==> config.mk <==
export PLATFORM = sky130hd
export DESIGN_NAME = text_glyph_layout
export DESIGN_NICKNAME = d
export VERILOG_FILES = /design/src/rtl/tgl_pkg.sv /design/src/rtl/text_glyph_layout.sv
export SDC_FILE = /design/constraint.sdc
export NUM_CORES = 1
export LEC_CHECK = 0
export BUFFER_PORTS_ARGS = -buffer_cell sky130_fd_sc_hd__buf_2
export CORE_AREA = 4 4 169 171
export CTS_BUF_LIST = sky130_fd_sc_hd__clkbuf_16
export CTS_CLUSTER_SIZE = 8
export DETAILED_ROUTE_END_ITERATION = 8
export DIE_AREA = 0 0 173 175
export SLEW_MARGIN = 20
export SYNTH_ARGS = -nofsm -noshare
export SYNTH_HDL_FRONTEND = slang
export SYNTH_SLANG_ARGS = --single-unit
export TNS_END_PERCENT = 5
==> constraint.sdc <==
create_clock -name clk -period 14.6 [get_ports clk]
set_input_delay 0 -clock clk [delete_from_list [all_inputs] [get_ports clk]]
set_output_delay 0 -clock clk [all_outputs]
set_load 0.02 [all_outputs]
==> src/rtl/tgl_pkg.sv <==
// ----------------------------------------------------------------------------
// tgl_pkg: shared definitions for the text glyph layout block
// Register indexes, byte codes and the saturating cursor arithmetic.
// ----------------------------------------------------------------------------
package tgl_pkg;

  // configuration register indexes
  localparam logic [1:0] REG_GLYPH_WIDTH  = 2'd0;
  localparam logic [1:0] REG_GLYPH_HEIGHT = 2'd1;
  localparam logic [1:0] REG_FONT_READY   = 2'd2;

  localparam logic [7:0] GLYPH_WIDTH_RST  = 8'd16;
  localparam logic [7:0] GLYPH_HEIGHT_RST = 8'd16;

  // byte codes
  localparam logic [7:0] LEAD_LIMIT   = 8'h80;  // lead bytes lie above this
  localparam logic [7:0] SPACE        = 8'h20;
  localparam logic [7:0] ASCII_SPLIT  = 8'h5F;
  localparam logic [7:0] ASCII_END    = 8'h7F;
  localparam logic [7:0] FULL_ROW     = 8'hA3;
  localparam logic [7:0] LOW_OFS_A    = 8'h20;
  localparam logic [7:0] LOW_OFS_B    = 8'h21;
  localparam logic [7:0] NEWLINE      = 8'h0A;

  localparam logic [14:0] OFFSET_MAX  = 15'h7FFF;

  // clamp a 17-bit signed sum to the 16-bit signed range
  function automatic logic signed [15:0] sat17(input logic signed [16:0] s);
    if (s[16] != s[15]) begin
      return s[16] ? 16'sh8000 : 16'sh7FFF;
    end
    return s[15:0];
  endfunction

  // signed coordinate plus a non-negative line offset
  function automatic logic signed [15:0] add_offset(input logic signed [15:0] a,
                                                    input logic [14:0] b);
    logic signed [16:0] s;
    s = {a[15], a} + $signed({2'b00, b});
    return sat17(s);
  endfunction

  // signed coordinate plus a line height
  function automatic logic signed [15:0] add_height(input logic signed [15:0] a,
                                                    input logic [7:0] h);
    logic signed [16:0] s;
    s = {a[15], a} + $signed({9'd0, h});
    return sat17(s);
  endfunction

  // advance the line offset, holding at its maximum
  function automatic logic [14:0] advance(input logic [14:0] off,
                                          input logic [7:0] amt);
    logic [15:0] s;
    s = {1'b0, off} + {8'd0, amt};
    return s[15] ? OFFSET_MAX : s[14:0];
  endfunction

endpackage

==> src/rtl/text_glyph_layout.sv <==
// ----------------------------------------------------------------------------
// text_glyph_layout: glyph placement for double-byte-coded strings
// Takes one string byte per transfer and emits glyph position and code.
// ----------------------------------------------------------------------------
// One byte is taken per clock. Each accepted byte updates the layout cursor in
// the same cycle and, when it completes a glyph, loads the output register, so
// a glyph appears on the master side the cycle after its last byte. The output
// register decouples the two sides: s_tready stays high while the output is
// empty or being taken, so a full stream runs at one byte per cycle and stalls
// only while a finished glyph waits on m_tready. Bytes above 0x80 (not last)
// pair with the next byte; printable ASCII maps to row 0xA3. A byte with no
// glyph (lead byte, space, control, newline, or font not ready) gives no
// output transfer. Configuration writes are meant for idle periods only.
module text_glyph_layout (
  input  logic        clk,
  input  logic        rst,
  // configuration
  input  logic        cfg_we,
  input  logic [1:0]  cfg_index,
  input  logic [7:0]  cfg_data,
  // byte stream in
  input  logic        s_tvalid,
  output logic        s_tready,
  // text_byte[7:0], start_x[23:8], start_y[39:24], follow_x[40], follow_y[41],
  // wrap_width[56:42], zero fill above
  input  logic [63:0] s_tdata,
  input  logic        s_tlast,   // last_byte
  input  logic        s_tuser,   // first_byte
  // glyph stream out
  output logic        m_tvalid,
  input  logic        m_tready,
  // glyph_x[15:0], glyph_y[31:16], code_high[39:32], code_low[47:40]
  output logic [47:0] m_tdata
);
  import tgl_pkg::*;

  // configuration registers
  logic [7:0] glyph_width;
  logic [7:0] glyph_height;
  logic       font_ready;

  // layout state
  logic signed [15:0] origin_x, origin_x_next;
  logic signed [15:0] line_y, line_y_next;
  logic [14:0]        line_offset, line_offset_next;
  logic [14:0]        active_wrap, active_wrap_next;
  logic [7:0]         held_lead, held_lead_next;
  logic               lead_waiting, lead_waiting_next;
  logic               swallow_newline, swallow_newline_next;
  logic signed [15:0] end_x, end_x_next;
  logic signed [15:0] end_y, end_y_next;

  // output register
  logic signed [15:0] glyph_x, glyph_x_next;
  logic signed [15:0] glyph_y, glyph_y_next;
  logic [7:0]         code_high, code_high_next;
  logic [7:0]         code_low, code_low_next;

  // unpacked input fields
  logic [7:0]         text_byte;
  logic               first_byte;
  logic               last_byte;
  logic signed [15:0] start_x;
  logic signed [15:0] start_y;
  logic               follow_x;
  logic               follow_y;
  logic [14:0]        wrap_width;

  logic in_fire;
  logic out_load;
  logic glyph_done;

  assign text_byte  = s_tdata[7:0];
  assign start_x    = s_tdata[23:8];
  assign start_y    = s_tdata[39:24];
  assign follow_x   = s_tdata[40];
  assign follow_y   = s_tdata[41];
  assign wrap_width = s_tdata[56:42];
  assign first_byte = s_tuser;
  assign last_byte  = s_tlast;

  // accept while the output register is free or draining this cycle
  assign s_tready = !m_tvalid || m_tready;
  assign in_fire  = s_tvalid && s_tready;

  // Cursor update: written in the order the byte is handled, each step
  // working on the result of the one before.
  always_comb begin
    origin_x_next        = origin_x;
    line_y_next          = line_y;
    line_offset_next     = line_offset;
    active_wrap_next     = active_wrap;
    held_lead_next       = held_lead;
    lead_waiting_next    = lead_waiting;
    swallow_newline_next = swallow_newline;
    end_x_next           = end_x;
    end_y_next           = end_y;
    glyph_x_next         = glyph_x;
    glyph_y_next         = glyph_y;
    code_high_next       = code_high;
    code_low_next        = code_low;
    out_load             = 1'b0;
    glyph_done           = 1'b0;

    if (in_fire && font_ready) begin
      // first byte: load the origin, drop any held lead byte
      if (first_byte) begin
        origin_x_next        = follow_x ? end_x : start_x;
        line_y_next          = follow_y ? end_y : start_y;
        line_offset_next     = '0;
        active_wrap_next     = (wrap_width < {6'd0, glyph_width, 1'b0}) ? '0 : wrap_width;
        lead_waiting_next    = 1'b0;
        held_lead_next       = '0;
        swallow_newline_next = 1'b0;
      end

      if (swallow_newline_next && text_byte == NEWLINE) begin
        // newline right after a wrap: drop it
        swallow_newline_next = 1'b0;
      end else begin
        swallow_newline_next = 1'b0;
        if (lead_waiting_next) begin
          // second byte of a pair: emit the full-width glyph
          out_load          = 1'b1;
          glyph_x_next      = add_offset(origin_x_next, line_offset_next);
          glyph_y_next      = line_y_next;
          code_high_next    = held_lead_next;
          code_low_next     = text_byte;
          lead_waiting_next = 1'b0;
          line_offset_next  = advance(line_offset_next, glyph_width);
          glyph_done        = 1'b1;
        end else if (text_byte > LEAD_LIMIT && !last_byte) begin
          // hold the lead byte for its partner
          held_lead_next    = text_byte;
          lead_waiting_next = 1'b1;
        end else begin
          if (text_byte > SPACE && text_byte < ASCII_SPLIT) begin
            out_load       = 1'b1;
            glyph_x_next   = add_offset(origin_x_next, line_offset_next);
            glyph_y_next   = line_y_next;
            code_high_next = FULL_ROW;
            code_low_next  = LOW_OFS_A + text_byte;
          end else if (text_byte >= ASCII_SPLIT && text_byte < ASCII_END) begin
            out_load       = 1'b1;
            glyph_x_next   = add_offset(origin_x_next, line_offset_next);
            glyph_y_next   = line_y_next;
            code_high_next = FULL_ROW;
            code_low_next  = LOW_OFS_B + text_byte;
          end
          if (text_byte != NEWLINE) begin
            // half-width advance for ASCII, space and control bytes
            line_offset_next = advance(line_offset_next, {1'b0, glyph_width[7:1]});
          end else begin
            line_offset_next = '0;
            line_y_next      = add_height(line_y_next, glyph_height);
          end
          glyph_done = 1'b1;
        end

        // automatic wrap once the offset passes the wrap width
        if (glyph_done && active_wrap_next != '0 && line_offset_next > active_wrap_next) begin
          swallow_newline_next = !last_byte;
          line_offset_next     = '0;
          line_y_next          = add_height(line_y_next, glyph_height);
        end
      end

      // latch the end position for a following string
      if (last_byte) begin
        end_x_next = add_offset(origin_x_next, line_offset_next);
        end_y_next = line_y_next;
      end
    end
  end

  always_ff @(posedge clk) begin
    if (rst) begin
      glyph_width  <= GLYPH_WIDTH_RST;
      glyph_height <= GLYPH_HEIGHT_RST;
      font_ready   <= 1'b0;
    end else if (cfg_we) begin
      unique case (cfg_index)
        REG_GLYPH_WIDTH:  glyph_width  <= cfg_data;
        REG_GLYPH_HEIGHT: glyph_height <= cfg_data;
        REG_FONT_READY:   font_ready   <= cfg_data[0];
        default: ;
      endcase
    end
  end

  always_ff @(posedge clk) begin
    if (rst) begin
      origin_x        <= '0;
      line_y          <= '0;
      line_offset     <= '0;
      active_wrap     <= '0;
      held_lead       <= '0;
      lead_waiting    <= 1'b0;
      swallow_newline <= 1'b0;
      end_x           <= '0;
      end_y           <= '0;
      m_tvalid        <= 1'b0;
    end else begin
      origin_x        <= origin_x_next;
      line_y          <= line_y_next;
      line_offset     <= line_offset_next;
      active_wrap     <= active_wrap_next;
      held_lead       <= held_lead_next;
      lead_waiting    <= lead_waiting_next;
      swallow_newline <= swallow_newline_next;
      end_x           <= end_x_next;
      end_y           <= end_y_next;
      // load on a new glyph, clear once the held glyph is taken
      if (out_load) begin
        m_tvalid <= 1'b1;
      end else if (m_tready) begin
        m_tvalid <= 1'b0;
      end
    end
  end

  // output payload needs no reset
  always_ff @(posedge clk) begin
    glyph_x   <= glyph_x_next;
    glyph_y   <= glyph_y_next;
    code_high <= code_high_next;
    code_low  <= code_low_next;
  end

  assign m_tdata = {code_low, code_high, glyph_y, glyph_x};

  // a glyph is never loaded over one still waiting
  a_no_overwrite: assert property (@(posedge clk) disable iff (rst)
    out_load |-> (!m_tvalid || m_tready))
    else $error("output glyph overwritten before transfer");

  // no glyph without a loaded font
  a_font_gate: assert property (@(posedge clk) disable iff (rst)
    (in_fire && !font_ready) |=> !m_tvalid || $past(m_tvalid && !m_tready))
    else $error("glyph emitted while font not ready");

  // a string never ends with a lead byte held
  a_last_clears_lead: assert property (@(posedge clk) disable iff (rst)
    (in_fire && font_ready && last_byte) |=> !lead_waiting)
    else $error("lead byte held past last byte");

  // the swallow mark and a held lead byte exclude each other
  a_swallow_lead: assert property (@(posedge clk) disable iff (rst)
    !(swallow_newline && lead_waiting))
    else $error("swallow armed while lead byte held");

endmodule

---- After elaboration in Yosys (flattened, before gate mapping) ----
Cells that the tools add are included.
word-level totals
  word-level logic and storage cells ...... 173
  output and inout port bits .............. 50
  register bits ........................... 170
  bits of input ports ..................... 81
operators by class
  add/subtract/negate cells ............... 8
  mux-type cells .......................... 111
  bitwise operators ....................... 1
  equal/unequal tests ..................... 9
  reduce and logical (&&, ||, !) cells .... 20
  order comparisons ....................... 7
operators by type and width
  operator               count
  $mux W16               35
  $mux W15               15
  $mux W8                12
  $mux W1                49
  $add A16 B16 Y17       2
  $add A16 B9 Y17        2
  $add A15 B7 Y16        1
  $add A15 B8 Y16        1
  $add A6 B8 Y8 const A  2
  $lt A8 B7 Y1 const B   2
  $gt A15 B15 Y1         1
  $lt A15 B9 Y1          1
  $reduce_bool A15 Y1    1
  $eq A8 B4 Y1 const B   1
  $ge A8 B7 Y1 const B   1
  $gt A8 B6 Y1 const B   1
  $gt A8 B8 Y1 const B   1
  $logic_and A1 B1 Y1    8
  $ne A8 B4 Y1 const B   1
  $reduce_and A2 Y1      4
  $ne A1 B1 Y1           4
  $reduce_and A4 Y1      1
  $reduce_bool A3 Y1     1
  $eq A2 B1 Y1 const B   1
  other kinds (7)        8

---- Logic depth before layout (Yosys ltp) ----
  depth after elaboration ................. 28
  mapped depth ............................ 44

---- Least setup slack after synthesis ----
OpenSTA, ideal clock, no wires.
  path kind ............................... input port to flip-flop
  start ................................... in s_tuser
  end ..................................... reg end_x[0]
  path slack .............................. 6.087 ns
  data required time ...................... 14.464 ns
  setup time .............................. 0.136 ns
  stages .................................. 41
  data arrival time ....................... 8.377 ns
  cells stage by stage .................... buf_4 -> buf_4 -> buf_2 -> clkbuf_1 -> clkbuf_1 -> clkbuf_1 -> nor2b_1 -> ha_1 -> ha_1 -> a21o_1 -> maj3_1 -> maj3_2 -> maj3_1 -> a21oi_1 -> o21ai_1 -> nand2_1 -> xnor2_1 -> o211ai_1 -> [... 5 more ...] -> a21oi_1 -> and2_1 -> clkbuf_1 -> nor2_1 -> a22o_1 -> ha_1 -> a21o_1 -> a21o_1 -> a21oi_1 -> o21ai_0 -> a21oi_1 -> o21ai_0 -> a31oi_1 -> o21ai_0 -> a41oi_1 -> o31a_1 -> clkbuf_1 -> a211oi_1
between the ends
  word-level cells in the longest chain between the ends .. 20
  elaborated cells between the ends (all ways) .. 38
  classes of those cells .................. add/sub: 3; order compare: 1; eq/ne: 1; mux: 29; reduce/logical: 4
ends and longest elaborated chain
  item                    line                      text
  start: declaration      text_glyph_layout.sv:28   input logic s_tuser,
  $mux W15                text_glyph_layout.sv:107  if (first_byte) begin
  $mux W15                text_glyph_layout.sv:105  if (in_fire && font_ready) begin
  $add A15 B7 Y16         tgl_pkg.sv:55             s = {1'b0, off} + {8'd0, amt};
  $mux W15                tgl_pkg.sv:56             return s[15] ? OFFSET_MAX : s[14:0];
  $mux W15                text_glyph_layout.sv:150  if (text_byte != NEWLINE) begin
  $mux W15                text_glyph_layout.sv:132  end else if (text_byte > LEAD_LIMIT && !last_byte) begin
  $mux W15                text_glyph_layout.sv:122  if (lead_waiting_next) begin
  $mux W15                text_glyph_layout.sv:117  if (swallow_newline_next && text_byte == NEWLINE) begin
  [... 4 more ...]        n/a
  $mux W15                text_glyph_layout.sv:117
  $mux W15                text_glyph_layout.sv:105
  $add A16 B16 Y17 (*)    tgl_pkg.sv:39             s = {a[15], a} + $signed({2'b00, b});
  $ne A1 B1 Y1            tgl_pkg.sv:29             if (s[16] != s[15]) begin
  $mux W1                 tgl_pkg.sv:29
  $mux W1                 text_glyph_layout.sv:169  if (last_byte) begin
  $mux W1                 text_glyph_layout.sv:105
  $mux W16 (*)            tgl_pkg.sv:32             return s[15:0];
  end signal: assignment  text_glyph_layout.sv:211  end_x <= end_x_next;
  end: declaration        text_glyph_layout.sv:50   logic signed [15:0] end_x, end_x_next;
Mark *: on every way between the ends. The rest lies on a longest branch, timed or not. The select of a mux whose other input is x is not followed.
A chain may end at the register's enable or synchronous reset.

---- Worst setup path after layout ----
  start ................................... reg line_offset[0]
  end ..................................... reg end_x[1]
between the ends
  word-level cells in the longest chain between the ends .. 20
  elaborated cells between the ends (all ways) .. 24
  classes of those cells .................. add/sub: 3; order compare: 1; eq/ne: 1; mux: 18; reduce/logical: 1
ends and longest elaborated chain
  item                      line                      text
  start: declaration        text_glyph_layout.sv:45   logic [14:0] line_offset, line_offset_next;
  start signal: assignment  text_glyph_layout.sv:206  line_offset <= line_offset_next;
  $mux W15 (*)              text_glyph_layout.sv:107
  $mux W15 (*)              text_glyph_layout.sv:105
  $add A15 B7 Y16           tgl_pkg.sv:55
  $mux W15                  tgl_pkg.sv:56
  $mux W15                  text_glyph_layout.sv:150
  $mux W15                  text_glyph_layout.sv:132
  $mux W15                  text_glyph_layout.sv:122
  $mux W15                  text_glyph_layout.sv:117
  [... 4 more ...]          n/a
  $mux W15 (*)              text_glyph_layout.sv:117
  $mux W15 (*)              text_glyph_layout.sv:105
  $add A16 B16 Y17 (*)      tgl_pkg.sv:39
  $ne A1 B1 Y1              tgl_pkg.sv:29
  $mux W1                   tgl_pkg.sv:29
  $mux W1                   text_glyph_layout.sv:169
  $mux W1                   text_glyph_layout.sv:105
  $mux W16 (*)              tgl_pkg.sv:32
Marks and branches as above.

==> results <==
- The nature of the critical path endpoint is a flip-flop.
- The count of nets left with antenna violations after detail routing is 0.
- The most critical setup path has its startpoint at line_offset[0]$_SDFFE_PP0P_.
- The routed length per placed instance is 18.4 um.
- The root cell of the clock tree is clkbuf_16.
- The total length of routed wires is 35.1 mm.
- After layout, the minimum clock period comes to 9.79 ns.
- The detail-routed via count per cell is 5.87.
- In this run the static leakage power is 5.63 nW.
- Synthesis produced a netlist with a net count of 1611.
- The first-pass GRT wire length is 57.1 mm.
- After detailed routing, the number of remaining DRC violations is 0.
- The initial DRC count is 746.
- The worst path required time is 14.89 ns.
- The growth of design area from synthesis to finish is 14.7%.
- Across the routed clock network, the largest skew measured is 0.0196 ns.
- The number of setup violations in the final report is 0.
- In the layout the commonest cells are nor2_1, dfxtp_1, buf_2.
- The power density relative to cell area is 82.3 mW/mm2.
- The number of enable-type register cells in the synthesized netlist is 48.
- The number of I/O pins is 131.
- The setup slack on the worst flop-to-flop path is 4.81 ns.
- After floorplanning, the core was sized to cover 0.0269 mm2.
- The worst slew slack as a fraction of its limit is 0.313.
- The worst-case IR drop observed on VDD is 0.0674 mV.
- The count of nets after finishing is 1725.
- The reg-to-reg endpoint is end_x[1]$_SDFFE_PP0P_.
- The number of standard cells after synthesis is 1445.
- In this run, synthesis produced a sequential element count of 170.
- The clock network latency to the later pin of the worst-skew pair is 0.45 ns.
- The number of antenna cells inserted is 0.
- The type of the worst setup path is flip-flop to flip-flop.
- In this run the worst setup path terminates at end_x[1]$_SDFFE_PP0P_.
- Of all nets on the critical path, the largest fanout is 9.
- Setup repair after global routing left no endpoint under its margin.
- Leaving out fill and tap cells, the most frequent cell in the layout is nor2_1.
- The number of global-route vias before repair was 10600.
- A synthesized cell averages 8.32 um2.
- The share of synthesized area in the top cell type comes to 0.203.
- During placement, the flow inserted port buffers numbering 123.
- The run finished with clean final reports.
- Among the stages of the critical path, the cell type that occurs most often is o21ai_0.
- After legalization and detailed placement, the total HPWL measured 25.7 mm.
- The worst hold margin is 0.0154 ns.
- For this run, the total global-route usage over all layers was measured as 0.229.
- The via count of the routed design is 11200.
- The post-route setup TNS is 0 ns.
- The register clock-pin slew on the reported worst setup and hold paths is 0.07 ns.
- The source of the worst register-to-register timing path is line_offset[0]$_SDFFE_PP0P_.
- The slew at the pin with the worst max-slew slack is 1.03 ns.
- The number of unique standard cell types used by synthesis is 85.
- The critical hold path startpoint is s_tdata[50].
- The clock tree synthesis step divided the H-tree into 4 levels.
- The maximum number of pins on one net before global-route repair is 61.
- The number of buffers added by the clock tree synthesis step is 17.
- Yosys printed 0 warnings.
- The total count of hold-check failures in the final report was 0.
- The residual overflow from global routing is 0.
- The final count of pins violating max slew is 0.
- The TritonCTS clock tree is built.
- In the final layout, the share of cells above drive strength 1 is 0.128.
- In this run the cell area of the synthesized design comes to 0.0120 mm2.
- The tightest min-delay check is of the input port to flip-flop type.
- Counting flops with an async set or reset pin after synthesis yields a share of 0.
- The initial utilization of the core area, before any placement, comes to 0.447.
- The congestion estimate from routability-driven global placement came to 0.920.
- The die outline width is 173 um.
- In the finished design, the share of the clock period the worst path needs comes to 0.671.
- The longest clock path from root to sink contains 2 buffers.
- The initial antenna violation count is 0.
- The highest-delay cell along the critical path is a41oi_1.
- The startpoint class of the critical path is a flip-flop.
- The worst endpoint data arrival time is 10.09 ns.
- The die height is 175 um.
- The maximum clock frequency is 0.102 GHz.
- The count of max-cap constraint violations is 0.
- CTS saw 170 sinks.
- The overall die area is 0.0303 mm2.
- The number of rows created at floorplan is 60.
- Measured in cells, the most critical reg-to-reg path has a length of 34.
- The most used flip-flop cell after synthesis is dfxtp_1.
- The pre-antenna-repair detailed-routing pass consisted of 5 iterations.
- For this run, the slowest stage of the critical path takes 0.75 ns.
- By area the synthesized netlist is led by dfxtp_1, edfxtp_1, ha_1.
- The fraction of the yosys area taken by sequential cells is 0.323.
- The biggest area contributor in the post-synthesis netlist is dfxtp_1.
[final cells by class]
cell class / instances / area [um2]
clock inverter: 15 / 165
sequential: 170 / 3880
clock buffer: 17 / 425
tap: 341 / 427
multi-input combinational: 1148 / 7610
fill: 2574 / 13100
timing repair buffer: 175 / 1100
inverter: 47 / 176
[metal layers]
| metal | part of all wire | GRT usage | vias up | wire length (um) |
|---|---|---|---|---|
| met5 | 0 | 0 | - | 0 |
| met4 | 0.011 | 0.0476 | 0 | 371 |
| met3 | 0.071 | 0.0431 | 29 | 2480 |
| met2 | 0.43 | 0.350 | 393 | 15000 |
| met1 | 0.49 | 0.337 | 5262 | 17300 |
| li1 | - | - | 5554 | - |
[how the worst min path moves through the flow]
stage / to / slack [ns] / cells past startpoint
final: active_wrap[8]$_SDFFE_PP0P_ / 0.02 / 3
after global routing: code_low[7]$_DFFE_PP_ / 0.03 / 3
after CTS: active_wrap[8]$_SDFFE_PP0P_ / 0.01 / 3
after detailed placement: glyph_width[4]$_SDFFE_PP1P_ / 0.24 / 2
after global placement: glyph_width[4]$_SDFFE_PP1P_ / 0.24 / 2
after floorplan: glyph_width[4]$_SDFFE_PP1P_ / 0.12 / 1
[flip-flops by register name, summed over array words and instances, names as in the netlist, 15 cells and up]
name         flops
active_wrap     15
end_x           16
end_y           16
glyph_x         16
glyph_y         16
line_offset     15
line_y          16
origin_x        16
[synthesized netlist by cell type, drive strengths merged, types with 5 or more instances]
master	instances
a211o	6
a211oi	73
a21o	25
a21oi	111
a22o	17
a22oi	26
a311oi	6
a31oi	16
and2	15
and3	8
buf	29
clkbuf	51
dfxtp	122
edfxtp	48
ha	81
inv	47
maj3	5
mux2i	48
nand2	99
nand2b	16
nand3	30
nand4	10
nor2	208
nor2b	17
nor3	19
nor3b	8
nor4	13
o211ai	8
o21a	13
o21ai	104
o21bai	7
o22ai	8
o2bb2ai	6
o31a	5
o31ai	10
or3	8
xnor2	48
xor2	17
[report_power, final]
part           internal (mW)  switching, mW
registers              0.491        0.00489
logic                 0.0678          0.103
clock network          0.255          0.214
[metrics by stage]
stage	power (mW)	worst slack [ns]	cells	area (um2)	utilization
after floorplan	0.622	6.09	1445	12000	-
after global placement	0.665	4.72	1845	12800	0.477
after detailed placement	0.667	4.63	1845	12800	0.477
after CTS	1.14	4.94	1913	13800	0.513
after global routing	1.18	4.39	1913	13800	0.513
final	1.14	4.81	1913	13800	0.513
[critical path, delay by kind of cell (launching register included)]
| kind | cells | cell delay [ns] |
|---|---|---|
| AO/OA/AOI/OAI | 25 | 6.82 |
| adder cells (fa/ha/maj) | 3 | 0.88 |
| buffers and inverters | 2 | 0.42 |
| flip-flops | 1 | 0.32 |
| AND/OR/NAND/NOR | 4 | 1.21 |
[cells by family after synthesis]
| family | count (synthesis) | share of synthesized area |
|---|---|---|
| simple gates | 467 | 0.183 |
| flops | 170 | 0.323 |
| fa+ha+maj | 90 | 0.0952 |
| mux | 50 | 0.0418 |
| buf+inv | 127 | 0.0450 |
| xor+xnor | 65 | 0.0474 |
| compound gates | 476 | 0.265 |
[what timing repair did]
action                    in CTS  in global routing
buffers inserted               0                  0
resized for setup              0                  0
hold buffers                  36                  0
hold endpoints to repair      46                  0
Note: power is estimated with default switching activity, not from simulation.
